File: src/hw/rtl/csprb_pkg.sv
// csprb_pkg: shared types, codes and constants of the CSP channel buffer.
// No dependencies.
package csprb_pkg;

  localparam int SLOTS_DEFAULT = 4;
  localparam int CAP_RESET     = 4;
  localparam int CMD_W         = 2;
  localparam int ID_W          = 8;
  localparam int DATA_W        = 32;
  localparam int RSP_W         = 3;
  localparam int CFG_W         = 3;
  localparam int MAX_RES       = 3;

  typedef enum logic [CMD_W-1:0] {
    CMD_WRITE  = 2'd0,
    CMD_READ   = 2'd1,
    CMD_POISON = 2'd2
  } cmd_t;

  typedef enum logic [RSP_W-1:0] {
    RSP_READ      = 3'd0,
    RSP_WRITE     = 3'd1,
    RSP_POISONED  = 3'd2,
    RSP_NACK      = 3'd3,
    RSP_POISON_OK = 3'd4
  } rsp_t;

  // One pending write in the channel buffer.
  typedef struct packed {
    logic [ID_W-1:0]   id;
    logic [DATA_W-1:0] addr;
    logic [DATA_W-1:0] size;
  } entry_t;

  // One completion word waiting for the result channel.
  typedef struct packed {
    logic [ID_W-1:0]   id;
    rsp_t              rsp;
    logic [DATA_W-1:0] addr;
    logic [DATA_W-1:0] size;
  } result_t;

  // Controller to datapath.
  typedef struct packed {
    logic capture;
    logic eval;
    logic pop;
  } dp_cmd_t;

  // Datapath to controller.
  typedef struct packed {
    logic [1:0] eval_cnt;
    logic [1:0] pending;
  } dp_stat_t;

endpackage

File: src/hw/rtl/csprb_ifs.sv
// csprb_ifs: valid/ready channel interfaces for request and completion words.
// Depends on csprb_pkg.
interface csprb_req_if;
  import csprb_pkg::*;
  logic                valid;
  logic                ready;
  logic [CMD_W-1:0]    command;
  logic [ID_W-1:0]     request_id;
  logic [DATA_W-1:0]   data_address;
  logic [DATA_W-1:0]   data_size;

  modport source (output valid, command, request_id, data_address, data_size,
                  input ready);
  modport sink   (input valid, command, request_id, data_address, data_size,
                  output ready);
endinterface

interface csprb_rsp_if;
  import csprb_pkg::*;
  logic                valid;
  logic                ready;
  logic [ID_W-1:0]     done_id;
  logic [RSP_W-1:0]    response;
  logic [DATA_W-1:0]   read_address;
  logic [DATA_W-1:0]   read_size;
  logic                last;

  modport source (output valid, done_id, response, read_address, read_size, last,
                  input ready);
  modport sink   (input valid, done_id, response, read_address, read_size, last,
                  output ready);
endinterface

File: src/hw/rtl/csprb_ctrl.sv
// csprb_ctrl: sequencer of the channel buffer (capture, evaluate, emit).
// Depends on csprb_pkg.
module csprb_ctrl (
  input  logic                clk,
  input  logic                rst_n,
  input  logic                in_valid,
  output logic                in_ready,
  output logic                out_valid,
  input  logic                out_ready,
  output csprb_pkg::dp_cmd_t  cmd,
  input  csprb_pkg::dp_stat_t stat
);
  import csprb_pkg::*;

  typedef enum logic [2:0] {
    ST_IDLE = 3'b001,
    ST_EVAL = 3'b010,
    ST_EMIT = 3'b100
  } state_t;

  state_t state_r, state_nxt;

  always_comb begin
    state_nxt   = state_r;
    cmd         = '0;
    in_ready    = 1'b0;
    out_valid   = 1'b0;
    unique case (state_r)
      ST_IDLE: begin
        in_ready = 1'b1;
        if (in_valid) begin
          cmd.capture = 1'b1;
          state_nxt   = ST_EVAL;
        end
      end
      ST_EVAL: begin
        cmd.eval  = 1'b1;
        // a read that parks or a write that is held completes nothing yet
        state_nxt = (stat.eval_cnt == 2'd0) ? ST_IDLE : ST_EMIT;
      end
      ST_EMIT: begin
        out_valid = 1'b1;
        if (out_ready) begin
          cmd.pop = 1'b1;
          if (stat.pending == 2'd1) state_nxt = ST_IDLE;
        end
      end
      default: state_nxt = ST_IDLE;
    endcase
  end

  always_ff @(posedge clk) begin
    if (!rst_n) state_r <= ST_IDLE;
    else        state_r <= state_nxt;
  end

endmodule

File: src/hw/rtl/csprb_dp.sv
// csprb_dp: channel state, pending-write memory and completion buffer.
// Depends on csprb_pkg; driven by csprb_ctrl.
module csprb_dp #(
  parameter int SLOTS = csprb_pkg::SLOTS_DEFAULT
) (
  input  logic                              clk,
  input  logic                              rst_n,
  input  csprb_pkg::dp_cmd_t                cmd,
  output csprb_pkg::dp_stat_t               stat,
  input  logic [csprb_pkg::CMD_W-1:0]       in_command,
  input  logic [csprb_pkg::ID_W-1:0]        in_request_id,
  input  logic [csprb_pkg::DATA_W-1:0]      in_data_address,
  input  logic [csprb_pkg::DATA_W-1:0]      in_data_size,
  input  logic                              cfg_we,
  input  logic [csprb_pkg::CFG_W-1:0]       cfg_wdata,
  output logic [csprb_pkg::ID_W-1:0]        out_done_id,
  output logic [csprb_pkg::RSP_W-1:0]       out_response,
  output logic [csprb_pkg::DATA_W-1:0]      out_read_address,
  output logic [csprb_pkg::DATA_W-1:0]      out_read_size,
  output logic                              out_last
);
  import csprb_pkg::*;

  localparam int IW = (SLOTS > 1) ? $clog2(SLOTS) : 1;
  localparam int CW = $clog2(SLOTS + 1);
  localparam logic [CFG_W-1:0] SLOTS_RST =
      (SLOTS > CAP_RESET) ? CFG_W'(CAP_RESET) : CFG_W'(SLOTS);

  // state
  logic [CFG_W-1:0]  slots_r;
  logic [IW-1:0]     head_r, head_nxt;
  logic [CW-1:0]     count_r, count_nxt;
  logic              rdw_r, rdw_nxt;
  logic [ID_W-1:0]   rdid_r, rdid_nxt;
  logic              poison_r, poison_nxt;
  entry_t            mem [SLOTS];

  // captured request and memory read data
  logic [CMD_W-1:0]  cmd_q;
  logic [ID_W-1:0]   id_q;
  logic [DATA_W-1:0] addr_q;
  logic [DATA_W-1:0] size_q;
  entry_t            head_q;
  entry_t            tail_q;

  // completion buffer
  result_t           res_r [MAX_RES];
  result_t           res_nxt [MAX_RES];
  logic [1:0]        pend_r;
  logic [1:0]        n;

  logic [CW-1:0]     cap;
  logic [CW:0]       wr_sum, tl_sum;
  logic [IW-1:0]     wr_slot, tl_slot;
  logic              mem_we;

  function automatic result_t mk(input logic [ID_W-1:0] id, input rsp_t rsp,
                                 input logic [DATA_W-1:0] a,
                                 input logic [DATA_W-1:0] s);
    result_t r;
    r.id   = id;
    r.rsp  = rsp;
    r.addr = a;
    r.size = s;
    return r;
  endfunction

  // capacity clamped to 1..SLOTS
  always_comb begin
    if (slots_r == '0)                cap = CW'(1);
    else if (int'(slots_r) > SLOTS)   cap = CW'(SLOTS);
    else                              cap = CW'(slots_r);
  end

  // ring addresses: tail-in slot and last occupied slot
  always_comb begin
    wr_sum = (CW+1)'(head_r) + (CW+1)'(count_r);
    if (wr_sum >= (CW+1)'(SLOTS)) wr_sum = wr_sum - (CW+1)'(SLOTS);
    wr_slot = wr_sum[IW-1:0];
    if (count_r == '0) tl_sum = (CW+1)'(head_r);
    else               tl_sum = (CW+1)'(head_r) + (CW+1)'(count_r) - (CW+1)'(1);
    if (tl_sum >= (CW+1)'(SLOTS)) tl_sum = tl_sum - (CW+1)'(SLOTS);
    tl_slot = tl_sum[IW-1:0];
  end

  // evaluation of the captured request
  always_comb begin
    head_nxt   = head_r;
    count_nxt  = count_r;
    rdw_nxt    = rdw_r;
    rdid_nxt   = rdid_r;
    poison_nxt = poison_r;
    mem_we     = 1'b0;
    n          = 2'd0;
    for (int i = 0; i < MAX_RES; i++) res_nxt[i] = '0;
    unique case (cmd_q)
      CMD_WRITE: begin
        if (count_r >= cap) begin
          res_nxt[n] = mk(id_q, RSP_NACK, '0, '0); n = n + 2'd1;
        end else if (poison_r) begin
          res_nxt[n] = mk(id_q, RSP_POISONED, '0, '0); n = n + 2'd1;
        end else if (rdw_r && count_r == '0) begin
          // rendezvous: data goes straight to the parked reader
          res_nxt[n] = mk(rdid_r, RSP_READ, addr_q, size_q); n = n + 2'd1;
          res_nxt[n] = mk(id_q, RSP_WRITE, '0, '0);          n = n + 2'd1;
          rdw_nxt    = 1'b0;
        end else begin
          mem_we    = 1'b1;
          count_nxt = count_r + CW'(1);
          // the writer that fills the last slot is held
          if (count_nxt != cap) begin
            res_nxt[n] = mk(id_q, RSP_WRITE, '0, '0); n = n + 2'd1;
          end
        end
      end
      CMD_READ: begin
        if (rdw_r) begin
          res_nxt[n] = mk(id_q, RSP_NACK, '0, '0); n = n + 2'd1;
        end else if (count_r == '0) begin
          if (poison_r) begin
            res_nxt[n] = mk(id_q, RSP_POISONED, '0, '0); n = n + 2'd1;
          end else begin
            rdw_nxt  = 1'b1;
            rdid_nxt = id_q;
          end
        end else begin
          res_nxt[n] = mk(id_q, RSP_READ, head_q.addr, head_q.size); n = n + 2'd1;
          if (count_r >= cap) begin
            res_nxt[n] = mk(tail_q.id, RSP_WRITE, '0, '0); n = n + 2'd1;
          end
          head_nxt  = (head_r == IW'(SLOTS - 1)) ? '0 : head_r + IW'(1);
          count_nxt = count_r - CW'(1);
        end
      end
      CMD_POISON: begin
        if (poison_r) begin
          res_nxt[n] = mk(id_q, RSP_NACK, '0, '0); n = n + 2'd1;
        end else begin
          poison_nxt = 1'b1;
          if (rdw_r) begin
            res_nxt[n] = mk(rdid_r, RSP_POISONED, '0, '0); n = n + 2'd1;
          end
          if (count_r != '0 && count_r >= cap) begin
            // held writer is released and its tail entry dropped
            res_nxt[n] = mk(tail_q.id, RSP_POISONED, '0, '0); n = n + 2'd1;
            count_nxt  = count_r - CW'(1);
          end
          rdw_nxt    = 1'b0;
          res_nxt[n] = mk(id_q, RSP_POISON_OK, '0, '0); n = n + 2'd1;
        end
      end
      default: begin
        res_nxt[n] = mk(id_q, RSP_NACK, '0, '0); n = n + 2'd1;
      end
    endcase
  end

  assign stat.eval_cnt = n;
  assign stat.pending  = pend_r;

  // control state
  always_ff @(posedge clk) begin
    if (!rst_n) begin
      slots_r  <= SLOTS_RST;
      head_r   <= '0;
      count_r  <= '0;
      rdw_r    <= 1'b0;
      rdid_r   <= '0;
      poison_r <= 1'b0;
      pend_r   <= 2'd0;
    end else begin
      if (cfg_we && count_r == '0) slots_r <= cfg_wdata;
      if (cmd.eval) begin
        head_r   <= head_nxt;
        count_r  <= count_nxt;
        rdw_r    <= rdw_nxt;
        rdid_r   <= rdid_nxt;
        poison_r <= poison_nxt;
        pend_r   <= n;
      end else if (cmd.pop) begin
        pend_r   <= pend_r - 2'd1;
      end
    end
  end

  // memory, captured request and completion buffer
  always_ff @(posedge clk) begin
    if (mem_we && cmd.eval) begin
      mem[wr_slot] <= '{id: id_q, addr: addr_q, size: size_q};
    end
    if (cmd.capture) begin
      cmd_q  <= in_command;
      id_q   <= in_request_id;
      addr_q <= in_data_address;
      size_q <= in_data_size;
      head_q <= mem[head_r];
      tail_q <= mem[tl_slot];
    end
    if (cmd.eval) begin
      for (int i = 0; i < MAX_RES; i++) res_r[i] <= res_nxt[i];
    end else if (cmd.pop) begin
      for (int i = 0; i < MAX_RES - 1; i++) res_r[i] <= res_r[i+1];
    end
  end

  assign out_done_id      = res_r[0].id;
  assign out_response     = res_r[0].rsp;
  assign out_read_address = res_r[0].addr;
  assign out_read_size    = res_r[0].size;
  assign out_last         = (pend_r == 2'd1);

endmodule

File: src/hw/rtl/csp_channel_rendezvous_buffer.sv
// Buffered one-to-one CSP channel with poison. A request word is taken only
// when the block is idle, and the head and tail entries of the pending-write
// memory are read at that same edge; the next cycle decides the outcome and
// updates the channel, and then the completion words go out in order on the
// result channel (one to three per request, last marks the final one), each
// held while out_ready is low. A read that parks or a write that fills the last
// slot produces nothing until a later request releases it. The capacity
// register is taken only while no write is buffered. The entry memory needs no
// clearing after reset.
module csp_channel_rendezvous_buffer #(
  parameter int SLOTS = csprb_pkg::SLOTS_DEFAULT
) (
  input  logic                         clk,
  input  logic                         rst_n,
  csprb_req_if.sink                    in_req,
  csprb_rsp_if.source                  out_rsp,
  input  logic                         cfg_we,
  input  logic [csprb_pkg::CFG_W-1:0]  cfg_wdata
);
  import csprb_pkg::*;

  dp_cmd_t  dp_cmd;
  dp_stat_t dp_stat;

  csprb_ctrl u_ctrl (
    .clk       (clk),
    .rst_n     (rst_n),
    .in_valid  (in_req.valid),
    .in_ready  (in_req.ready),
    .out_valid (out_rsp.valid),
    .out_ready (out_rsp.ready),
    .cmd       (dp_cmd),
    .stat      (dp_stat)
  );

  csprb_dp #(.SLOTS(SLOTS)) u_dp (
    .clk              (clk),
    .rst_n            (rst_n),
    .cmd              (dp_cmd),
    .stat             (dp_stat),
    .in_command       (in_req.command),
    .in_request_id    (in_req.request_id),
    .in_data_address  (in_req.data_address),
    .in_data_size     (in_req.data_size),
    .cfg_we           (cfg_we),
    .cfg_wdata        (cfg_wdata),
    .out_done_id      (out_rsp.done_id),
    .out_response     (out_rsp.response),
    .out_read_address (out_rsp.read_address),
    .out_read_size    (out_rsp.read_size),
    .out_last         (out_rsp.last)
  );

endmodule

File: src/flat_wrapper.sv
// flat-port wrapper written by rule: the top's interface ports become plain ports
module csp_channel_rendezvous_buffer_flat import csprb_pkg::*;
#(
  parameter int SLOTS = csprb_pkg::SLOTS_DEFAULT
)
  (clk, rst_n, cfg_we, cfg_wdata, in_req_valid, in_req_command, in_req_request_id, in_req_data_address, in_req_data_size, in_req_ready, out_rsp_valid, out_rsp_done_id, out_rsp_response, out_rsp_read_address, out_rsp_read_size, out_rsp_last, out_rsp_ready);
  csprb_req_if in_req_i ();
  csprb_rsp_if out_rsp_i ();
  input  logic clk;
  input  logic rst_n;
  input  logic cfg_we;
  input  logic [csprb_pkg::CFG_W-1:0] cfg_wdata;
  input wire logic [$bits(in_req_i.valid)-1:0] in_req_valid;
  input wire logic [$bits(in_req_i.command)-1:0] in_req_command;
  input wire logic [$bits(in_req_i.request_id)-1:0] in_req_request_id;
  input wire logic [$bits(in_req_i.data_address)-1:0] in_req_data_address;
  input wire logic [$bits(in_req_i.data_size)-1:0] in_req_data_size;
  output wire logic [$bits(in_req_i.ready)-1:0] in_req_ready;
  output wire logic [$bits(out_rsp_i.valid)-1:0] out_rsp_valid;
  output wire logic [$bits(out_rsp_i.done_id)-1:0] out_rsp_done_id;
  output wire logic [$bits(out_rsp_i.response)-1:0] out_rsp_response;
  output wire logic [$bits(out_rsp_i.read_address)-1:0] out_rsp_read_address;
  output wire logic [$bits(out_rsp_i.read_size)-1:0] out_rsp_read_size;
  output wire logic [$bits(out_rsp_i.last)-1:0] out_rsp_last;
  input wire logic [$bits(out_rsp_i.ready)-1:0] out_rsp_ready;
  assign in_req_i.valid = in_req_valid;
  assign in_req_i.command = in_req_command;
  assign in_req_i.request_id = in_req_request_id;
  assign in_req_i.data_address = in_req_data_address;
  assign in_req_i.data_size = in_req_data_size;
  assign in_req_ready = in_req_i.ready;
  assign out_rsp_valid = out_rsp_i.valid;
  assign out_rsp_done_id = out_rsp_i.done_id;
  assign out_rsp_response = out_rsp_i.response;
  assign out_rsp_read_address = out_rsp_i.read_address;
  assign out_rsp_read_size = out_rsp_i.read_size;
  assign out_rsp_last = out_rsp_i.last;
  assign out_rsp_i.ready = out_rsp_ready;
  csp_channel_rendezvous_buffer #(.SLOTS(SLOTS)) u_core (.clk(clk), .rst_n(rst_n), .in_req(in_req_i), .out_rsp(out_rsp_i), .cfg_we(cfg_we), .cfg_wdata(cfg_wdata));
endmodule
File: config.mk
export PLATFORM = sky130hd
export DESIGN_NAME = csp_channel_rendezvous_buffer_flat
export DESIGN_NICKNAME = d
export VERILOG_FILES = /design/src/hw/rtl/csprb_pkg.sv /design/src/hw/rtl/csprb_ifs.sv /design/src/hw/rtl/csprb_ctrl.sv /design/src/hw/rtl/csprb_dp.sv /design/src/hw/rtl/csp_channel_rendezvous_buffer.sv /design/src/flat_wrapper.sv
export SDC_FILE = /design/constraint.sdc
export NUM_CORES = 1
export LEC_CHECK = 0
export ABC_AREA = 0
export BUFFER_PORTS_ARGS = -buffer_cell sky130_fd_sc_hd__buf_4
export CORE_MARGIN = 2
export CORE_UTILIZATION = 55
export CTS_CLUSTER_DIAMETER = 120
export DETAILED_ROUTE_END_ITERATION = 7
export HOLD_SLACK_MARGIN = 0.05
export PLACE_DENSITY = 0.79
export SLEW_MARGIN = 5
export SYNTH_ARGS = -nofsm -noshare
export SYNTH_HDL_FRONTEND = slang
export SYNTH_SLANG_ARGS = --single-unit
File: constraint.sdc
create_clock -name clk -period 7.7 [get_ports clk]
set_input_delay 0.385 -clock clk [delete_from_list [all_inputs] [get_ports clk]]
set_output_delay 0.385 -clock clk [all_outputs]
set_load 0.05 [all_outputs]
**Word level (Yosys, flattened, before mapping)**

Memories as Yosys holds them, arrays and structs flattened. A register that Yosys moved wholly into a read port is not among the register bits.
Cells that the tools add are included.
Widths: inputs -> output; s select.

- Register bits: 97
- Bits in writable memories: 513
- Input port bits: 82
- Output and inout bits: 78
- Logic and storage cells: 172
- Memories kept: 2

Memories:

| name | depth | bits a word | read ports | clocked after Yosys merged registers in | wr ports | line | RTL |
|---|---|---|---|---|---|---|---|
| u_core.u_dp.mem | 4 | 72 | 2 | 2 | 1 | csprb_dp.sv:36 | `entry_t mem [SLOTS];` |
| u_core.u_dp.res_r | 3 | 75 | 3 | 0 | 3 | csprb_dp.sv:47 | `result_t res_r [MAX_RES];` |

- Add/sub/neg operators: 10
- $lt $le $gt $ge: 8
- Equality and inequality tests: 19
- Mux-type cells: 95
- Bitwise gates (word level): 7
- Reduce and logical (&&, ||, !) cells: 19

Operators by type and width:

| kind | number |
|---|---|
| $mux 75 | 22 |
| $mux 225 | 3 |
| $bwmux 225 | 2 |
| $pmux 75 s3 | 2 |
| $demux 75 s2 | 2 |
| $mux 150 | 1 |
| $mux 3 | 13 |
| $mux 2 | 17 |
| $mux 1 | 28 |
| $ne 2x2->1 const B | 11 |
| $pmux 3 s3 | 2 |
| $reduce_and 9->1 | 1 |
| $ge 4x3->1 const B | 2 |
| $add 2x1->2 const B | 3 |
| $ge 3x3->1 const B | 2 |
| $logic_and 1x1->1 | 6 |
| $logic_not 3->1 | 2 |
| $lt 3x1->1 const B | 2 |
| $not 2->3 | 2 |
| $pmux 2 s3 | 1 |
| $reduce_and 6->1 | 1 |
| $reduce_bool 3->1 | 2 |
| $sub 2x1->2 const B | 3 |
| $reduce_and 5->1 | 1 |
| 21 further kinds | 27 |

**Depth between registers and ports, before layout**

- Depth after elaboration: 17
- Gate-level depth with buffers: 14
- Depth with buffers taken out: 12

**By module**

Synthesis repeated with hierarchy kept, for this count alone.

- Cells, all modules: 1155
- Area total of the unflattened synthesis: 21408.0 um^2

By module, submodules not included:

| module | times used | cells each | area an instance (um^2) | seq. area each (um^2) |
|---|---|---|---|---|
| csprb_dp | 1 | 1139 | 21252.9 | 16285.6 |
| csprb_ctrl | 1 | 16 | 155.1 | 60.1 |

**Worst setup path before layout**

No wires, ideal clock.

- Path type: reg-to-reg
- From: register u_core.u_ctrl.state_r[0]
- To: register u_core.u_ctrl.state_r[0]
- Setup time: 0.118 ns
- Arrival time: 5.658 ns
- Required time: 7.582 ns
- Slack: 1.924 ns
- Cell stages (with the launch flop): 5
- Path buffers: 0
- Period minus slack after synthesis: 5.776 ns
- Path through: dfxtp_1 -> nor3b_1 -> and2_1 -> o31ai_1 -> a31o_2

- Word-level cells in the longest chain between the ends: 3
- Elaborated cells on any way between the ends: 8
- Classes of those cells: 6 x eq/ne; 1 x mux; 1 x reduce/logical

Ends and longest elaborated chain:

| item | line | RTL |
|---|---|---|
| start: declaration | csprb_ctrl.sv:21 | `state_t state_r, state_nxt;` |
| start signal: assignment | csprb_ctrl.sv:54 | `else state_r <= state_nxt;` |
| $eq 3x3->1 or $eq 3x1->1 (tied branches) | csprb_ctrl.sv:28 | `unique case (state_r)` |
| $ne 2x2->1 (no line) | -- |  |
| $reduce_and 3->1 (no line) | -- |  |

Parallel ways exist; a longest one is shown, timed or not.
A chain may end at the register's enable or synchronous reset.

**Worst setup path in the final report**

- From: register u_core.u_dp.count_r[0]
- To: memory u_core.u_dp.mem[1][4] in the netlist's numbering, enable pin

- Word-level cells in the longest chain between the ends: 9
- Elaborated cells on any way between the ends: 14
- Classes of those cells: 2 x add/sub; 2 x order compare; 7 x mux; 3 x reduce/logical

Ends and longest elaborated chain:

| item | line | RTL |
|---|---|---|
| start: declaration | csprb_dp.sv:32 | `logic [CW-1:0] count_r, count_nxt;` |
| start signal: assignment | csprb_dp.sv:175 | `count_r <= count_nxt;` |
| branches (longest 9 deep; another with $add 2x3->4) | -- |  |
| end: declaration | csprb_dp.sv:36 |  |

Parallel ways; which one is timed is not known.

==> results.sh <==
export IMPL_initial_utilization_pct=55.7
export IMPL_synth_cell_area_um2=21500
export IMPL_most_common_layout_cells="sky130_fd_sc_hd__edfxtp_1, sky130_fd_sc_hd__buf_4, sky130_fd_sc_hd__nor2_1, sky130_fd_sc_hd__dlygate4sd3_1, sky130_fd_sc_hd__a22oi_1"
export IMPL_num_io_pins=160
export IMPL_timing_hold_violations_final=0
export IMPL_fp_row_count=72
export IMPL_max_freq_ghz=0.273
export IMPL_finalSetupViolCount=0
export IMPL_post_route_cell_area_um2=25200
export IMPL_async_reset_ff_share_pct=0
export IMPL_timing_critical_path_buf_inv=2
export IMPL_gr_usage_all_layers_pct=22.4
export IMPL_number_of_global_route_vias_before_repair=11700
export IMPL_drive_gt1_share_pct=24.8
export IMPL_grt_setup_unrepaired="false"
export IMPL_endpoint_kind="flip-flop"
export IMPL_io_buffer_count=159
export IMPL_synth_distinct_cells=59
export IMPL_gp_congestion=0.861
export IMPL_worst_path_max_fanout=72
export IMPL_die_h_um=202
export IMPL_dominantRegCellSynth="sky130_fd_sc_hd__edfxtp_1"
export IMPL_number_of_flops_mapped_to_enable_cells_by_yosys=529
export IMPL_area_growth_pct=17.2
export IMPL_clkLatencyLatePin_ns=0.62
export IMPL_timing_hold_worst_class="in2reg"
export IMPL_cts_buffers=53
export IMPL_final_core_util_pct=65.3
export IMPL_synth_sequential_area_ratio_pct=75.9
export IMPL_dp_hpwl_um=23700
export IMPL_chipWidth_um=202
export IMPL_num_nets_final=1459
export IMPL_syn_instance_count=1193
export IMPL_detail_route_first_pass_iterations=5
export IMPL_overflow=0
export IMPL_final_max_slew_viol_count=0
export IMPL_cts_resized_gates=0
export IMPL_sink_count=552
export IMPL_drtIter0Drc=1067
export IMPL_worst_path_max_delay_cell="sky130_fd_sc_hd__buf_4"
export IMPL_detail_route_antenna_nets=0
export IMPL_die_area_um2=40800
export IMPL_place_area_um2=22700
export IMPL_period_minus_slack_ns=3.66
export IMPL_worst_path_dominant_cell_family="simple AND/OR/NAND/NOR gates"
export IMPL_h_tree_depth=2
export IMPL_timing_critical_path_from_type="flip-flop"
export IMPL_synth_fp_nets=1294
export IMPL_worst_slew_pin_slew_ns=1.16
export IMPL_timing_critical_path_arrival_ns=3.87
export IMPL_maxCapViolations=0
export IMPL_cts_hold_repair_buffers=75
export IMPL_cellLeakagePower_nw=8.32
export IMPL_timing_critical_path_required_ns=7.91
export IMPL_tritoncts="built"
export IMPL_slowest_delay_ns=0.82
export IMPL_clock_path_buffers=3
export IMPL_drt_wirelength_per_cell_um=23.4
export IMPL_p_per_area_nw_per_um2=252
export IMPL_postCtsSetupRepairBufs=0
export IMPL_cp_cell_sequence="inv_1 > ha_1 > nor2b_1 > o211ai_1 > nor3_1 > and2_4 > buf_4"
export IMPL_wl_um=44900
export IMPL_most_common_library_cell_in_the_layout_ignoring_fill_and_taps="sky130_fd_sc_hd__edfxtp_1"
export IMPL_ys_warnings_count=0
export IMPL_vdd_ir_drop_max_uv=171
export IMPL_drc_errors=0
export IMPL_viasPerCell=5.87
export IMPL_run_status="complete, no violations"
export IMPL_diodes=0
export IMPL_yosys_register_bits=552
export IMPL_min_period_over_period_pct=47.5
export IMPL_syn_area_per_cell_um2=18.1
export IMPL_critical_path_class="reg2reg"
export IMPL_antenna_found_initial=0
export IMPL_core_area_um2=38600
export IMPL_fin_setup_tns_ns=0
export IMPL_cts_root_buffer="sky130_fd_sc_hd__clkbuf_16"
export IMPL_slew_headroom_pct=22.9
export IMPL_grt_first_pass_wirelength_um=69100
export IMPL_clock_skew_ns=0.0366
export IMPL_path_clk_slew_ns=0.06
export IMPL_routed_via_count=11300
export IMPL_grt_start_max_net_pins=75
registers in the layout, summed over array words and instances (netlist names), 2 cells and up:
name	count
u_core.u_dp.head_q	64
u_core.u_dp.addr_q	32
u_core.u_dp.tail_q	8
u_core.u_dp.size_q	32
u_core.u_dp.cmd_q	2
u_core.u_dp.pend_r	2
u_core.u_dp.slots_r	3
u_core.u_dp.head_r	2
u_core.u_dp.rdid_r	8
u_core.u_ctrl.state_r	3
u_core.u_dp.count_r	3
u_core.u_dp.id_q	8
u_core.u_dp.res_r	95
u_core.u_dp.mem	288
logic make-up (layout without fill, tap and decap cells):
logic type | count (synthesis) | in the layout | synth area share, %
adder cells (fa/ha/maj) | 19 | 19 | 1.10
AND/OR/NAND/NOR | 213 | 213 | 4.70
XOR/XNOR | 6 | 6 | 0.244
buffers and inverters | 154 | 363 | 4.23
multiplexers | 85 | 85 | 8.20
flip-flops | 552 | 552 | 75.9
AO/OA/AOI/OAI | 164 | 164 | 5.65
path summary, 6_finish.rpt:
kind                                  startpoint                                   to  slack [ns]  cells after the start
max          u_core.u_dp.count_r[0]$_SDFFE_PN0P_      u_core.u_dp.mem[1][4]$_DFFE_PP_        4.04                      7
min                                 cfg_wdata[2]  u_core.u_dp.slots_r[2]$_SDFFE_PN1P_        0.08                      3
max reg2reg  u_core.u_dp.count_r[0]$_SDFFE_PN0P_      u_core.u_dp.mem[1][4]$_DFFE_PP_        4.04                      7
min reg2reg  u_core.u_dp.slots_r[0]$_SDFFE_PN0P_  u_core.u_dp.slots_r[0]$_SDFFE_PN0P_        0.50                      2
cell type report:
cell class                      count  area, um^2
Sequential cell                   552       16400
Fill cell                        2479       13400
Multi-Input combinational cell    487        4330
Timing Repair Buffer              243        2010
Clock buffer                       62        1390
Tap cell                          518         648
Clock inverter                     37         432
Inverter                           21        78.8
report_power, final:
group,total [mW],internal [mW],switching (mW)
logic,0.240,0.0929,0.147
clock network,2.69,1.55,1.14
registers,3.44,3.37,0.0652
total,6.36,5.01,1.35
worst min-delay path: stages:
cell,delay (ns)
sky130_fd_sc_hd__buf_4,0.09
sky130_fd_sc_hd__nand3_1,0.07
sky130_fd_sc_hd__nand3_1,0.09
through the flow:
step	hold WS [ns]	total power, mW	std cells	setup WS, ns
final	0.0819	6.36	1920	4.04
after global routing	0.0784	6.54	1920	3.75
after CTS	0.0543	6.40	1920	4.01
after detailed placement	0.481	3.71	1746	4.01
after global placement	0.463	3.70	1746	4.13
after floorplan	0.443	3.61	1193	1.92
synth_stat cells (6+ instances only):
master,instances,area [um^2]
sky130_fd_sc_hd__a21boi_0,7,52.6
sky130_fd_sc_hd__a21o_1,8,60.1
sky130_fd_sc_hd__a21oi_1,15,75.1
sky130_fd_sc_hd__a22oi_1,72,541
sky130_fd_sc_hd__and2_1,13,81.3
sky130_fd_sc_hd__buf_2,18,90.1
sky130_fd_sc_hd__buf_4,81,608
sky130_fd_sc_hd__clkbuf_1,28,105
sky130_fd_sc_hd__dfxtp_1,23,460
sky130_fd_sc_hd__edfxtp_1,529,15900
sky130_fd_sc_hd__ha_1,19,238
sky130_fd_sc_hd__inv_1,21,78.8
sky130_fd_sc_hd__mux2i_1,13,130
sky130_fd_sc_hd__mux4_2,68,1530
sky130_fd_sc_hd__nand2_1,48,180
sky130_fd_sc_hd__nand2b_1,13,81.3
sky130_fd_sc_hd__nand3_1,23,115
sky130_fd_sc_hd__nor2_1,79,297
sky130_fd_sc_hd__nor2b_1,12,75.1
sky130_fd_sc_hd__nor3_1,6,30.0
sky130_fd_sc_hd__o211ai_1,11,82.6
sky130_fd_sc_hd__o21ai_0,17,85.1
sky130_fd_sc_hd__o311ai_0,9,78.8
sky130_fd_sc_hd__o41ai_1,6,52.6
per-layer routing:
metal | wire length [um] | global-route usage, % | up-vias
met1 | 18200 | 31.1 | 5703
met4 | 1160 | 7.80 | 0
li1 | - | - | 4947
met2 | 22200 | 36.5 | 541
met5 | 0 | 0 | -
met3 | 3320 | 3.56 | 77
No activity file was read; power rests on OpenSTA's default activity.
